### config.mk
export PLATFORM = sky130hd
export DESIGN_NAME = tape_sensor_sync_detect_debounce
export DESIGN_NICKNAME = d
export VERILOG_FILES = /design/src/hw/rtl/tssd_pkg.sv /design/src/hw/rtl/tssd_channel.sv /design/src/hw/rtl/tssd_debounce.sv /design/src/hw/rtl/tape_sensor_sync_detect_debounce.sv
export SDC_FILE = /design/constraint.sdc
export NUM_CORES = 1
export LEC_CHECK = 0
export BUFFER_PORTS_ARGS = -buffer_cell sky130_fd_sc_hd__clkbuf_2
export CORE_ASPECT_RATIO = 0.75
export CORE_UTILIZATION = 30
export CTS_BUF_LIST = sky130_fd_sc_hd__clkbuf_8
export DETAILED_ROUTE_END_ITERATION = 10
export PLACE_DENSITY = 0.43
export SLEW_MARGIN = 20
export SYNTH_ARGS = -nofsm -noshare
export SYNTH_HDL_FRONTEND = slang
export SYNTH_SLANG_ARGS = --single-unit
### constraint.sdc
create_clock -name clk -period 15.3 [get_ports clk]
set_input_delay 2.295 -clock clk [delete_from_list [all_inputs] [get_ports clk]]
set_output_delay 2.295 -clock clk [all_outputs]
set_load 0.005 [all_outputs]
### src/hw/rtl/tssd_pkg.sv
// Shared types and constants for the tape sensor detect and debounce block.
`timescale 1ns / 1ps
`default_nettype none
package tssd_pkg;

  localparam int SENSOR_COUNT   = 7;
  localparam int ANGLE_CHANNELS = 2;
  localparam int THR_BITS       = 10;
  localparam int OFF_BITS       = 6;
  localparam int CFG_IDX_BITS   = 2;

  localparam logic [THR_BITS-1:0] FOLLOW_THR_RESET = 10'd23;
  localparam logic [THR_BITS-1:0] ANGLE_THR_RESET  = 10'd10;
  localparam logic [OFF_BITS-1:0] ANGLE_OFF_RESET  = 6'd5;

  typedef enum logic [CFG_IDX_BITS-1:0] {
    CFG_FOLLOW_THR = 2'd0,
    CFG_ANGLE_THR  = 2'd1,
    CFG_ANGLE_OFF  = 2'd2
  } cfg_idx_t;

  typedef logic [SENSOR_COUNT-1:0] tape_mask_t;

  // one off-phase evaluation handed to the debounce
  typedef struct packed {
    logic       fire;
    tape_mask_t mask;
  } deb_eval_t;

endpackage
`default_nettype wire

### src/hw/rtl/tssd_channel.sv
// One sensor channel: on/off absolute difference against a threshold.
`timescale 1ns / 1ps
`default_nettype none
module tssd_channel #(
  parameter int SAMPLE_BITS = 10,
  parameter bit IS_ANGLE    = 1'b0
) (
  input  wire logic [SAMPLE_BITS-1:0]          on_sample,
  input  wire logic [SAMPLE_BITS-1:0]          off_sample,
  input  wire logic [tssd_pkg::OFF_BITS-1:0]   offset,
  input  wire logic [tssd_pkg::THR_BITS-1:0]   threshold,
  output logic                                 hit
);

  localparam int EW = SAMPLE_BITS + 1;
  localparam int CW = (EW > tssd_pkg::THR_BITS) ? EW : tssd_pkg::THR_BITS;

  logic [EW-1:0] on_ext;
  logic [EW-1:0] off_ext;
  logic [EW-1:0] diff;

  always_comb begin
    on_ext  = {1'b0, on_sample};
    off_ext = {1'b0, off_sample};
    if (IS_ANGLE) begin
      off_ext = off_ext + EW'(offset);
    end
    diff = (on_ext >= off_ext) ? (on_ext - off_ext) : (off_ext - on_ext);
    hit  = (CW'(diff) <= CW'(threshold));
  end

endmodule
`default_nettype wire

### src/hw/rtl/tssd_debounce.sv
// Mask history and last-reported mask; decides whether a mask is reported.
`timescale 1ns / 1ps
`default_nettype none
module tssd_debounce #(
  parameter int HISTORY_DEPTH = 3
) (
  input  wire logic                 clk,
  input  wire logic                 rst_n,
  input  wire tssd_pkg::deb_eval_t  eval,
  output logic                      report
);

  tssd_pkg::tape_mask_t hist_r [HISTORY_DEPTH];
  tssd_pkg::tape_mask_t last_r;
  logic                 stable;

  always_comb begin
    stable = 1'b1;
    for (int i = 0; i < HISTORY_DEPTH; i++) begin
      if (hist_r[i] != eval.mask) begin
        stable = 1'b0;
      end
    end
    report = stable && (eval.mask != last_r);
  end

  always_ff @(posedge clk) begin
    if (!rst_n) begin
      for (int i = 0; i < HISTORY_DEPTH; i++) begin
        hist_r[i] <= '0;
      end
      last_r <= '0;
    end else if (eval.fire) begin
      for (int i = HISTORY_DEPTH - 1; i > 0; i--) begin
        hist_r[i] <= hist_r[i-1];
      end
      hist_r[0] <= eval.mask;
      if (report) begin
        last_r <= eval.mask;
      end
    end
  end

endmodule
`default_nettype wire

### src/hw/rtl/tape_sensor_sync_detect_debounce.sv
// An accepted item is held in the input register; its result, if any, goes to
// the output register as the item leaves. Throughput: one item per cycle while
// no result waits at the output; the subtract-compare lanes and the history
// compare all sit in the single stage between the two registers.
// Reset (rst_n, synchronous): emitter-on phase next, history and last mask
// cleared, registers back to 23 / 10 / 5; stored on-samples are not cleared.
`timescale 1ns / 1ps
`default_nettype none
module tape_sensor_sync_detect_debounce #(
  parameter int SAMPLE_BITS   = 10,
  parameter int HISTORY_DEPTH = 3
) (
  input  wire logic                              clk,
  input  wire logic                              rst_n,
  input  wire logic                              in_valid,
  output logic                                   in_ready,
  input  wire logic                              in_op,
  input  wire logic [SAMPLE_BITS-1:0]            in_sample_front,
  input  wire logic [SAMPLE_BITS-1:0]            in_sample_center,
  input  wire logic [SAMPLE_BITS-1:0]            in_sample_back,
  input  wire logic [SAMPLE_BITS-1:0]            in_sample_left,
  input  wire logic [SAMPLE_BITS-1:0]            in_sample_right,
  input  wire logic [SAMPLE_BITS-1:0]            in_sample_right_angle,
  input  wire logic [SAMPLE_BITS-1:0]            in_sample_left_angle,
  output logic                                   out_valid,
  input  wire logic                              out_ready,
  output logic [tssd_pkg::SENSOR_COUNT-1:0]      out_tape_mask,
  input  wire logic                              cfg_valid,
  output logic                                   cfg_ready,
  input  wire logic [tssd_pkg::CFG_IDX_BITS-1:0] cfg_index,
  input  wire logic [tssd_pkg::THR_BITS-1:0]     cfg_data
);

  localparam int NS = tssd_pkg::SENSOR_COUNT;

  // configuration
  logic [tssd_pkg::THR_BITS-1:0] follow_thr_r;
  logic [tssd_pkg::THR_BITS-1:0] angle_thr_r;
  logic [tssd_pkg::OFF_BITS-1:0] angle_off_r;

  assign cfg_ready = 1'b1;

  always_ff @(posedge clk) begin
    if (!rst_n) begin
      follow_thr_r <= tssd_pkg::FOLLOW_THR_RESET;
      angle_thr_r  <= tssd_pkg::ANGLE_THR_RESET;
      angle_off_r  <= tssd_pkg::ANGLE_OFF_RESET;
    end else if (cfg_valid && cfg_ready) begin
      case (tssd_pkg::cfg_idx_t'(cfg_index))
        tssd_pkg::CFG_FOLLOW_THR: follow_thr_r <= cfg_data;
        tssd_pkg::CFG_ANGLE_THR:  angle_thr_r  <= cfg_data;
        tssd_pkg::CFG_ANGLE_OFF:  angle_off_r  <= cfg_data[tssd_pkg::OFF_BITS-1:0];
        default: ;
      endcase
    end
  end

  // input register
  logic                   s1_valid_r;
  logic                   s1_op_r;
  logic [SAMPLE_BITS-1:0] s1_samp_r [NS];
  logic [SAMPLE_BITS-1:0] in_samp   [NS];
  logic                   s1_fire;
  logic                   in_fire;

  assign in_samp[0] = in_sample_front;
  assign in_samp[1] = in_sample_center;
  assign in_samp[2] = in_sample_back;
  assign in_samp[3] = in_sample_left;
  assign in_samp[4] = in_sample_right;
  assign in_samp[5] = in_sample_right_angle;
  assign in_samp[6] = in_sample_left_angle;

  assign in_ready = !s1_valid_r || s1_fire;
  assign in_fire  = in_valid && in_ready;

  always_ff @(posedge clk) begin
    if (!rst_n) begin
      s1_valid_r <= 1'b0;
    end else if (in_ready) begin
      s1_valid_r <= in_valid;
    end
  end

  always_ff @(posedge clk) begin
    if (in_fire) begin
      s1_op_r <= in_op;
      for (int i = 0; i < NS; i++) begin
        s1_samp_r[i] <= in_samp[i];
      end
    end
  end

  // phase and stored on-samples
  logic                   phase_off_r;
  logic [SAMPLE_BITS-1:0] on_samp_r [NS];
  logic                   s1_tick;

  assign s1_tick = s1_valid_r && s1_op_r;

  always_ff @(posedge clk) begin
    if (!rst_n) begin
      phase_off_r <= 1'b0;
    end else if (s1_fire && s1_op_r) begin
      phase_off_r <= !phase_off_r;
    end
  end

  always_ff @(posedge clk) begin
    if (s1_fire && s1_op_r && !phase_off_r) begin
      for (int i = 0; i < NS; i++) begin
        on_samp_r[i] <= s1_samp_r[i];
      end
    end
  end

  // channel lanes
  tssd_pkg::tape_mask_t s1_mask;

  for (genvar g = 0; g < NS; g++) begin : g_lane
    localparam bit ANGLE = (g >= NS - tssd_pkg::ANGLE_CHANNELS);
    tssd_channel #(
      .SAMPLE_BITS (SAMPLE_BITS),
      .IS_ANGLE    (ANGLE)
    ) u_channel (
      .on_sample  (on_samp_r[g]),
      .off_sample (s1_samp_r[g]),
      .offset     (angle_off_r),
      .threshold  (ANGLE ? angle_thr_r : follow_thr_r),
      .hit        (s1_mask[g])
    );
  end

  // debounce
  tssd_pkg::deb_eval_t deb_eval;
  logic                deb_report;
  logic                s1_report;
  logic                out_free;

  assign deb_eval.fire = s1_fire && s1_op_r && phase_off_r;
  assign deb_eval.mask = s1_mask;
  assign s1_report     = s1_tick && phase_off_r && deb_report;
  assign out_free      = !out_valid || out_ready;
  assign s1_fire       = s1_valid_r && (!s1_report || out_free);

  tssd_debounce #(
    .HISTORY_DEPTH (HISTORY_DEPTH)
  ) u_debounce (
    .clk    (clk),
    .rst_n  (rst_n),
    .eval   (deb_eval),
    .report (deb_report)
  );

  // result register
  logic                 out_valid_r;
  logic                 out_valid_nxt;
  tssd_pkg::tape_mask_t out_mask_r;

  always_comb begin
    out_valid_nxt = out_valid_r && !out_ready;
    if (s1_fire && s1_report) begin
      out_valid_nxt = 1'b1;
    end
  end

  always_ff @(posedge clk) begin
    if (!rst_n) begin
      out_valid_r <= 1'b0;
    end else begin
      out_valid_r <= out_valid_nxt;
    end
  end

  always_ff @(posedge clk) begin
    if (s1_fire && s1_report) begin
      out_mask_r <= s1_mask;
    end
  end

  assign out_valid     = out_valid_r;
  assign out_tape_mask = out_mask_r;

`ifndef SYNTHESIS
  a_report_lands: assert property (@(posedge clk) disable iff (!rst_n)
    (s1_fire && s1_report) |=> (out_valid_r && out_mask_r == $past(s1_mask)))
    else $error("reported mask did not reach the result register");

  a_on_then_off: assert property (@(posedge clk) disable iff (!rst_n)
    (s1_fire && s1_op_r && !phase_off_r) |=> phase_off_r)
    else $error("on-phase tick did not move to the off phase");

  a_stall_cause: assert property (@(posedge clk) disable iff (!rst_n)
    !in_ready |-> (s1_valid_r && s1_report && out_valid_r && !out_ready))
    else $error("input stalled without a blocked result");
`endif

endmodule
`default_nettype wire

==> results.toml, run 1 <==
[run_status]
outcome = "complete, no violations"

[cts]
cells_resized_by_post_cts_repair = 0
cts.sink_count = 205
htree_num_levels = 2
cts_root_buf = "sky130_fd_sc_hd__clkbuf_8"
max-clock-path-buffers = 3
clock_tree_from_tritoncts = "done"
clk_transition_reported_paths_ns = 0.06
clock_latency_ns = 0.60
cts-buffers-inserted = 39
post_cts.repair.setup_buffers = 0
cts.hold.buffers_added = 0

[setup_path]
timing.critical_path.mode_cell = "sky130_fd_sc_hd__a21oi_1"
timing.rr.start = "s1_samp_r[6][1]"
r2r_slack_ns = 5.71
worst_setup_path_startpoint = "s1_samp_r[5][1]"
timing.critical_path.arrival_ns = 8.73
setup.worst_path.start_class = "flip-flop"
crit_path_end = "in_ready"
regToRegEndpoint = "s1_samp_r[0][5]"
timing_worst_setup_path_type = "reg2out"
sort_of_element_at_the_end_of_the_critical_path = "output port"
critical_path_required_ns = 13.01
reg2regPathDepth = 31
crit_path_max_incr_delay_ns = 0.75
slowest_stage = "sky130_fd_sc_hd__or4_1"
timing.critical_path.fanout_max = 14

[detailed_routing]
viasPerCell = 4.83
wl_mm = 40.6
vias = 11700
drt-initial-drc-count = 730
drc_errors = 0
ant_nets = 0
detail_route.first_pass.iterations = 5
routedWlPerCell_um = 16.8

[min_path]
hp-class = "reg2reg"

[power]
sequentialPowerShare_pct = 35.3
p_clk_share_pct = 31.2
comb_power_share_pct = 33.4
cellLeakagePower_nw = 7.86
power_switching_mw = 0.646
internal_portion_of_total_power_mw = 1.23
pwr_density_cell_nw_per_um2 = 106
p_sw_share_pct = 34.5
ir_worst_vdd_v = 0.0000558

[sta]
hold_violations = 0
worst_slew_margin_rel_pct = 23.1
worstMarginPinSlew_ns = 1.14
layout_skew_ns = 0.0255
grt_setup_unrepaired = "false"
post-route-min-period_ns = 11.02
report.final.slew_viol_count = 0
period_share_pct = 72.0
setup_violations = 0
setup_total_negative_slack_ns = 0
max_freq_ghz = 0.0907

[layout]
drive_above_1_share_pct = 13.0
fill_cells = 5289
post_synthesis_to_final_layout_area_growth_pct = 13.0
final_cell_area_um2 = 17700
post-route-util_pct = 34.3
design.final.nets = 2007

[grt]
grt_max_degree = 51
grt_overall_usage_pct = 15.5
grt_antenna_before_repair = 2
first_global_vias = 11300
grt_util_met2_pct = 22.0
globalRouteMet3Util_pct = 2.56
grt.busiest_layer = "met1"
grt_pass1_wl_mm = 63.8
grt_use_met1_pct = 23.4
grt-ovfl-total = 0

[floorplanning]
row_count = 72
die_h_um = 200
die-area_um2 = 53000
fp.coreArea_um2 = 51500
die_w_um = 266
top_level_ports = 98
effective_utilization_at_floorplan_pct = 30.3

[logic_synthesis]
ys_types = 79
post_synth_edffs = 169
register_bit_count_reported_by_yosys = 205
syn-num-nets = 1906
postSynthCellCount = 1579
average_cell_area_after_synthesis_um2 = 9.90
synth-seq-area-share_pct = 37.1
yosys_most_used_dff = "sky130_fd_sc_hd__edfxtp_1"
yosysWarningCount = 0
async_reset_ff_share_pct = 0
netlist_area_um2 = 15600

[placed_design]
detailed_place_hpwl_mm = 30.6
finalWeightedCongestion = 0.839
port_buffers = 96
detailed_place.area_um2 = 16800

[run]
max-cap-violations = 0
==> flip-flops by register name, summed over array words and instances (netlist names) <==
| name | cells |
|---|---|
| u_debounce.last_r | 7 |
| angle_off_r | 6 |
| out_tape_mask | 7 |
| on_samp_r | 70 |
| s1_samp_r | 70 |
| out_valid | 1 |
| phase_off_r | 1 |
| s1_valid_r | 1 |
| follow_thr_r | 10 |
| s1_op_r | 1 |
| u_debounce.hist_r | 21 |
| angle_thr_r | 10 |
==> power groups by stage <==
stage	logic, mW	clock network, mW	registers, mW
6_report	0.626	0.584	0.661
5_1_grt	0.708	0.633	0.666
3_3_place_gp	0.615	0	0.672
4_1_cts	0.626	0.613	0.662
2_1_floorplan	0.468	0	0.666
3_5_place_dp	0.620	0	0.673
==> placed cells by master, fill, tap and decap left out, types with 36 or more instances in the layout <==
cell type and n:
sky130_fd_sc_hd__nor2_1 51, sky130_fd_sc_hd__nand2_1 104, sky130_fd_sc_hd__ha_1 223, sky130_fd_sc_hd__dfxtp_1 36, sky130_fd_sc_hd__a21oi_1 145, sky130_fd_sc_hd__xnor2_1 42
sky130_fd_sc_hd__clkbuf_2 96, sky130_fd_sc_hd__inv_1 214, sky130_fd_sc_hd__clkbuf_8 43, sky130_fd_sc_hd__a21o_1 45, sky130_fd_sc_hd__mux2i_1 42, sky130_fd_sc_hd__edfxtp_1 169
sky130_fd_sc_hd__o21ai_0 66
==> synth_stat cells, drive strengths merged, types with 26 or more instances <==
cell / n / share of area (%)
a21o: 45 / 2.2
a21oi: 146 / 4.7
and2: 26 / 1.3
clkbuf: 26 / 0.62
dfxtp: 36 / 4.6
edfxtp: 169 / 32
ha: 223 / 18
inv: 208 / 5.0
mux2i: 42 / 2.7
nand2: 104 / 2.5
nand3: 32 / 1.0
nand4: 29 / 1.2
nor2: 52 / 1.2
o21ai: 70 / 2.2
xnor2: 42 / 2.4
xor2: 31 / 1.7
==> worst max-delay path: cells and delay by family (launching register included) <==
kind	cells	cell delay, ns
AO/OA/AOI/OAI	15	3.73
AND/OR/NAND/NOR	8	2.31
adder cells (fa/ha/maj)	3	1.00
flip-flops	1	0.43
XOR/XNOR	2	0.35
buffers and inverters	2	0.29
==> final cells by class <==
| cell class | instances | area, um^2 | area share (%) |
|---|---|---|---|
| Timing Repair Buffer | 102 | 526 | 2.98 |
| Clock inverter | 27 | 219 | 1.24 |
| Tap cell | 703 | 880 | 4.98 |
| Sequential cell | 205 | 5800 | 32.8 |
| Antenna cell | 2 | 5.00 | 0.0283 |
| Clock buffer | 43 | 592 | 3.35 |
| Multi-Input combinational cell | 1124 | 8870 | 50.2 |
| Inverter | 208 | 781 | 4.42 |
==> worst min path at each step <==
stage / start / to / slack (ns) / depth (start not counted)
final: angle_thr_r[6] / angle_thr_r[6] / 0.46 / 2
after global routing: angle_thr_r[9] / angle_thr_r[9] / 0.47 / 2
after CTS: follow_thr_r[5] / follow_thr_r[5] / 0.46 / 2
after detailed placement: s1_samp_r[6][0] / on_samp_r[6][0] / 0.44 / 0
after global placement: s1_samp_r[6][0] / on_samp_r[6][0] / 0.44 / 0
after floorplan: s1_samp_r[5][0] / on_samp_r[5][0] / 0.43 / 0
==> stage by stage <==
step                      hold WS [ns]  cells  worst slack (ns)  power, mW
final                            0.458   2414              4.28       1.87
after global routing             0.473   2414              3.56       2.01
after CTS                        0.458   2412              3.90       1.90
after detailed placement         0.441   2342              4.63       1.29
after global placement           0.441   2342              4.84       1.29
after floorplan                  0.431   1579              5.23       1.13
==> cells by family (layout without fill, tap and decap cells) <==
logic type                 Yosys count  after routing  synth area share, %
muxes                               62             62                 4.13
and+or+nand+nor                    352            352                 11.9
AOI/OAI and AO/OA                  397            397                 16.5
buffers and inverters              250            380                 6.30
adders and majority gates          239            239                 19.9
DFF                                205            205                 37.1
xor gates and xnor gates            73             73                 4.09
other                                1              3               0.0240
==> layer usage <==
| metal | part of all wire, % | vias up |
|---|---|---|
| met4 | 2.5 | 0 |
| met2 | 40 | 245 |
| met1 | 53 | 5461 |
| li1 | - | 5879 |
| met3 | 4.2 | 66 |
| met5 | 0 | - |
(Power assumes the default switching activity.)
==> run 2: changes to the inputs <==
==> constraint.sdc (replaced) <==
create_clock -name clk -period 11.45 [get_ports clk]
set_input_delay 1.7175 -clock clk [delete_from_list [all_inputs] [get_ports clk]]
set_output_delay 1.7175 -clock clk [all_outputs]
set_load 0.005 [all_outputs]
==> results.toml, run 2 (synthesized netlist as in run 1, its figures left out) <==
[detailed_routing]
drt-initial-drc-count = 692
routedWlPerCell_um = 16.8
ant_nets = 0
viasPerCell = 4.84
drc_errors = 0
wl_mm = 40.6
vias = 11700
detail_route.first_pass.iterations = 5

[grt]
grt_pass1_wl_mm = 64.1
grt_antenna_before_repair = 1
grt_max_degree = 51
first_global_vias = 11400
grt-ovfl-total = 0
grt_overall_usage_pct = 15.5

[cts]
max-clock-path-buffers = 3
post_cts.repair.setup_buffers = 0
cts_root_buf = "sky130_fd_sc_hd__clkbuf_8"
htree_num_levels = 2
clock_tree_from_tritoncts = "done"
cts-buffers-inserted = 39
clk_transition_reported_paths_ns = 0.06
clock_latency_ns = 0.60
cts.hold.buffers_added = 0
cts.sink_count = 205
cells_resized_by_post_cts_repair = 0

[floorplanning]
die-area_um2 = 53000
die_h_um = 200
fp.coreArea_um2 = 51500
effective_utilization_at_floorplan_pct = 30.3
top_level_ports = 98
die_w_um = 266
row_count = 72

[setup_path]
setup.worst_path.start_class = "flip-flop"
crit_path_max_incr_delay_ns = 0.74
r2r_slack_ns = 2.40
critical_path_required_ns = 9.73
critical_path_buf_inv_count = 2
timing.critical_path.fanout_max = 14
path_delay_family = "compound AO/OA/AOI/OAI gates"
timing.critical_path.arrival_ns = 8.74
sort_of_element_at_the_end_of_the_critical_path = "output port"
timing.critical_path.mode_cell = "sky130_fd_sc_hd__a21oi_1"
timing_worst_setup_path_type = "reg2out"
slowest_stage = "sky130_fd_sc_hd__or4_1"

[sta]
report.final.slew_viol_count = 0
max_freq_ghz = 0.0956
fin_ws_ns = 0.988
period_share_pct = 91.4
layout_skew_ns = 0.0263
setup_total_negative_slack_ns = 0
worstMarginPinSlew_ns = 1.10
setup_violations = 0
worst_slew_margin_rel_pct = 26.3
post-route-min-period_ns = 10.46
grt_setup_unrepaired = "false"
hold_violations = 0

[placed_design]
detailed_place_hpwl_mm = 30.6
detailed_place.area_um2 = 16900
finalWeightedCongestion = 0.841
dp_slack_ns = 1.30
port_buffers = 96

[layout]
post_synthesis_to_final_layout_area_growth_pct = 12.9
design.final.nets = 2007
most-common-layout-cells = "sky130_fd_sc_hd__ha_1 (223), sky130_fd_sc_hd__inv_1 (222), sky130_fd_sc_hd__edfxtp_1 (169), sky130_fd_sc_hd__a21oi_1 (145), sky130_fd_sc_hd__nand2_1 (104)"
final_cell_area_um2 = 17600
drive_above_1_share_pct = 12.8
fill_cells = 5335
reg.largest.list = "on_samp_r (70), s1_samp_r (70), u_debounce.hist_r (21)"
most_frequent_standard_cell_in_the_layout_excluding_fill_and_tap_cells = "sky130_fd_sc_hd__ha_1"
post-route-util_pct = 34.2

[power]
cellLeakagePower_nw = 7.88
ir_worst_vdd_v = 0.0000833
pwr_density_cell_nw_per_um2 = 141

[run]
max-cap-violations = 0

[run_status]
outcome = "complete, no violations"

[min_path]
hp-class = "reg2reg"
==> run 2: routing by layer <==
metal	vias up	wire, um	track usage [%]
met5	-	0	0
met2	244	16300	22.3
met4	0	940	4.92
met1	5495	21300	23.1
met3	55	2070	2.83
li1	5873	-	-
==> run 2: report_power, final <==
part | internal, mW | total [mW] | switching [mW]
clock | 0.421 | 0.761 | 0.341
sequential | 0.854 | 0.884 | 0.0297
combinational | 0.349 | 0.836 | 0.488
total | 1.62 | 2.48 | 0.858
==> run 2: layout make-up <==
class | count | area (um^2) | share of cell area, %
Multi-Input combinational cell | 1124 | 8870 | 50.2
Sequential cell | 205 | 5800 | 32.8
Tap cell | 703 | 880 | 4.99
Inverter | 208 | 781 | 4.42
Clock buffer | 41 | 564 | 3.20
Timing Repair Buffer | 102 | 538 | 3.05
Clock inverter | 28 | 218 | 1.23
Antenna cell | 1 | 2.50 | 0.0142
==> run 2: stage by stage <==
step | total power [mW] | hold slack (ns) | instances
final | 2.48 | 0.457 | 2412
after global routing | 2.66 | 0.471 | 2412
after CTS | 2.52 | 0.457 | 2411
after detailed placement | 1.73 | 0.446 | 2342
after global placement | 1.72 | 0.441 | 2342
after floorplan | 1.51 | 0.431 | 1579
==> run 2: tightest hold or removal path, delay by kind of cell (launching register included) <==
kind	cells	cell delay, ns
flops	1	0.30
simple gates	1	0.05
compound gates	1	0.05
==> run 2: path summary, 6_finish.rpt <==
path / end / cells after the start / startpoint
worst min-delay path: angle_thr_r[9] / 2 / angle_thr_r[9]
worst max-delay path: in_ready / 30 / s1_samp_r[5][1]
worst max register to register: s1_samp_r[4][3] / 30 / s1_samp_r[6][1]
worst min register to register: angle_thr_r[9] / 2 / angle_thr_r[9]
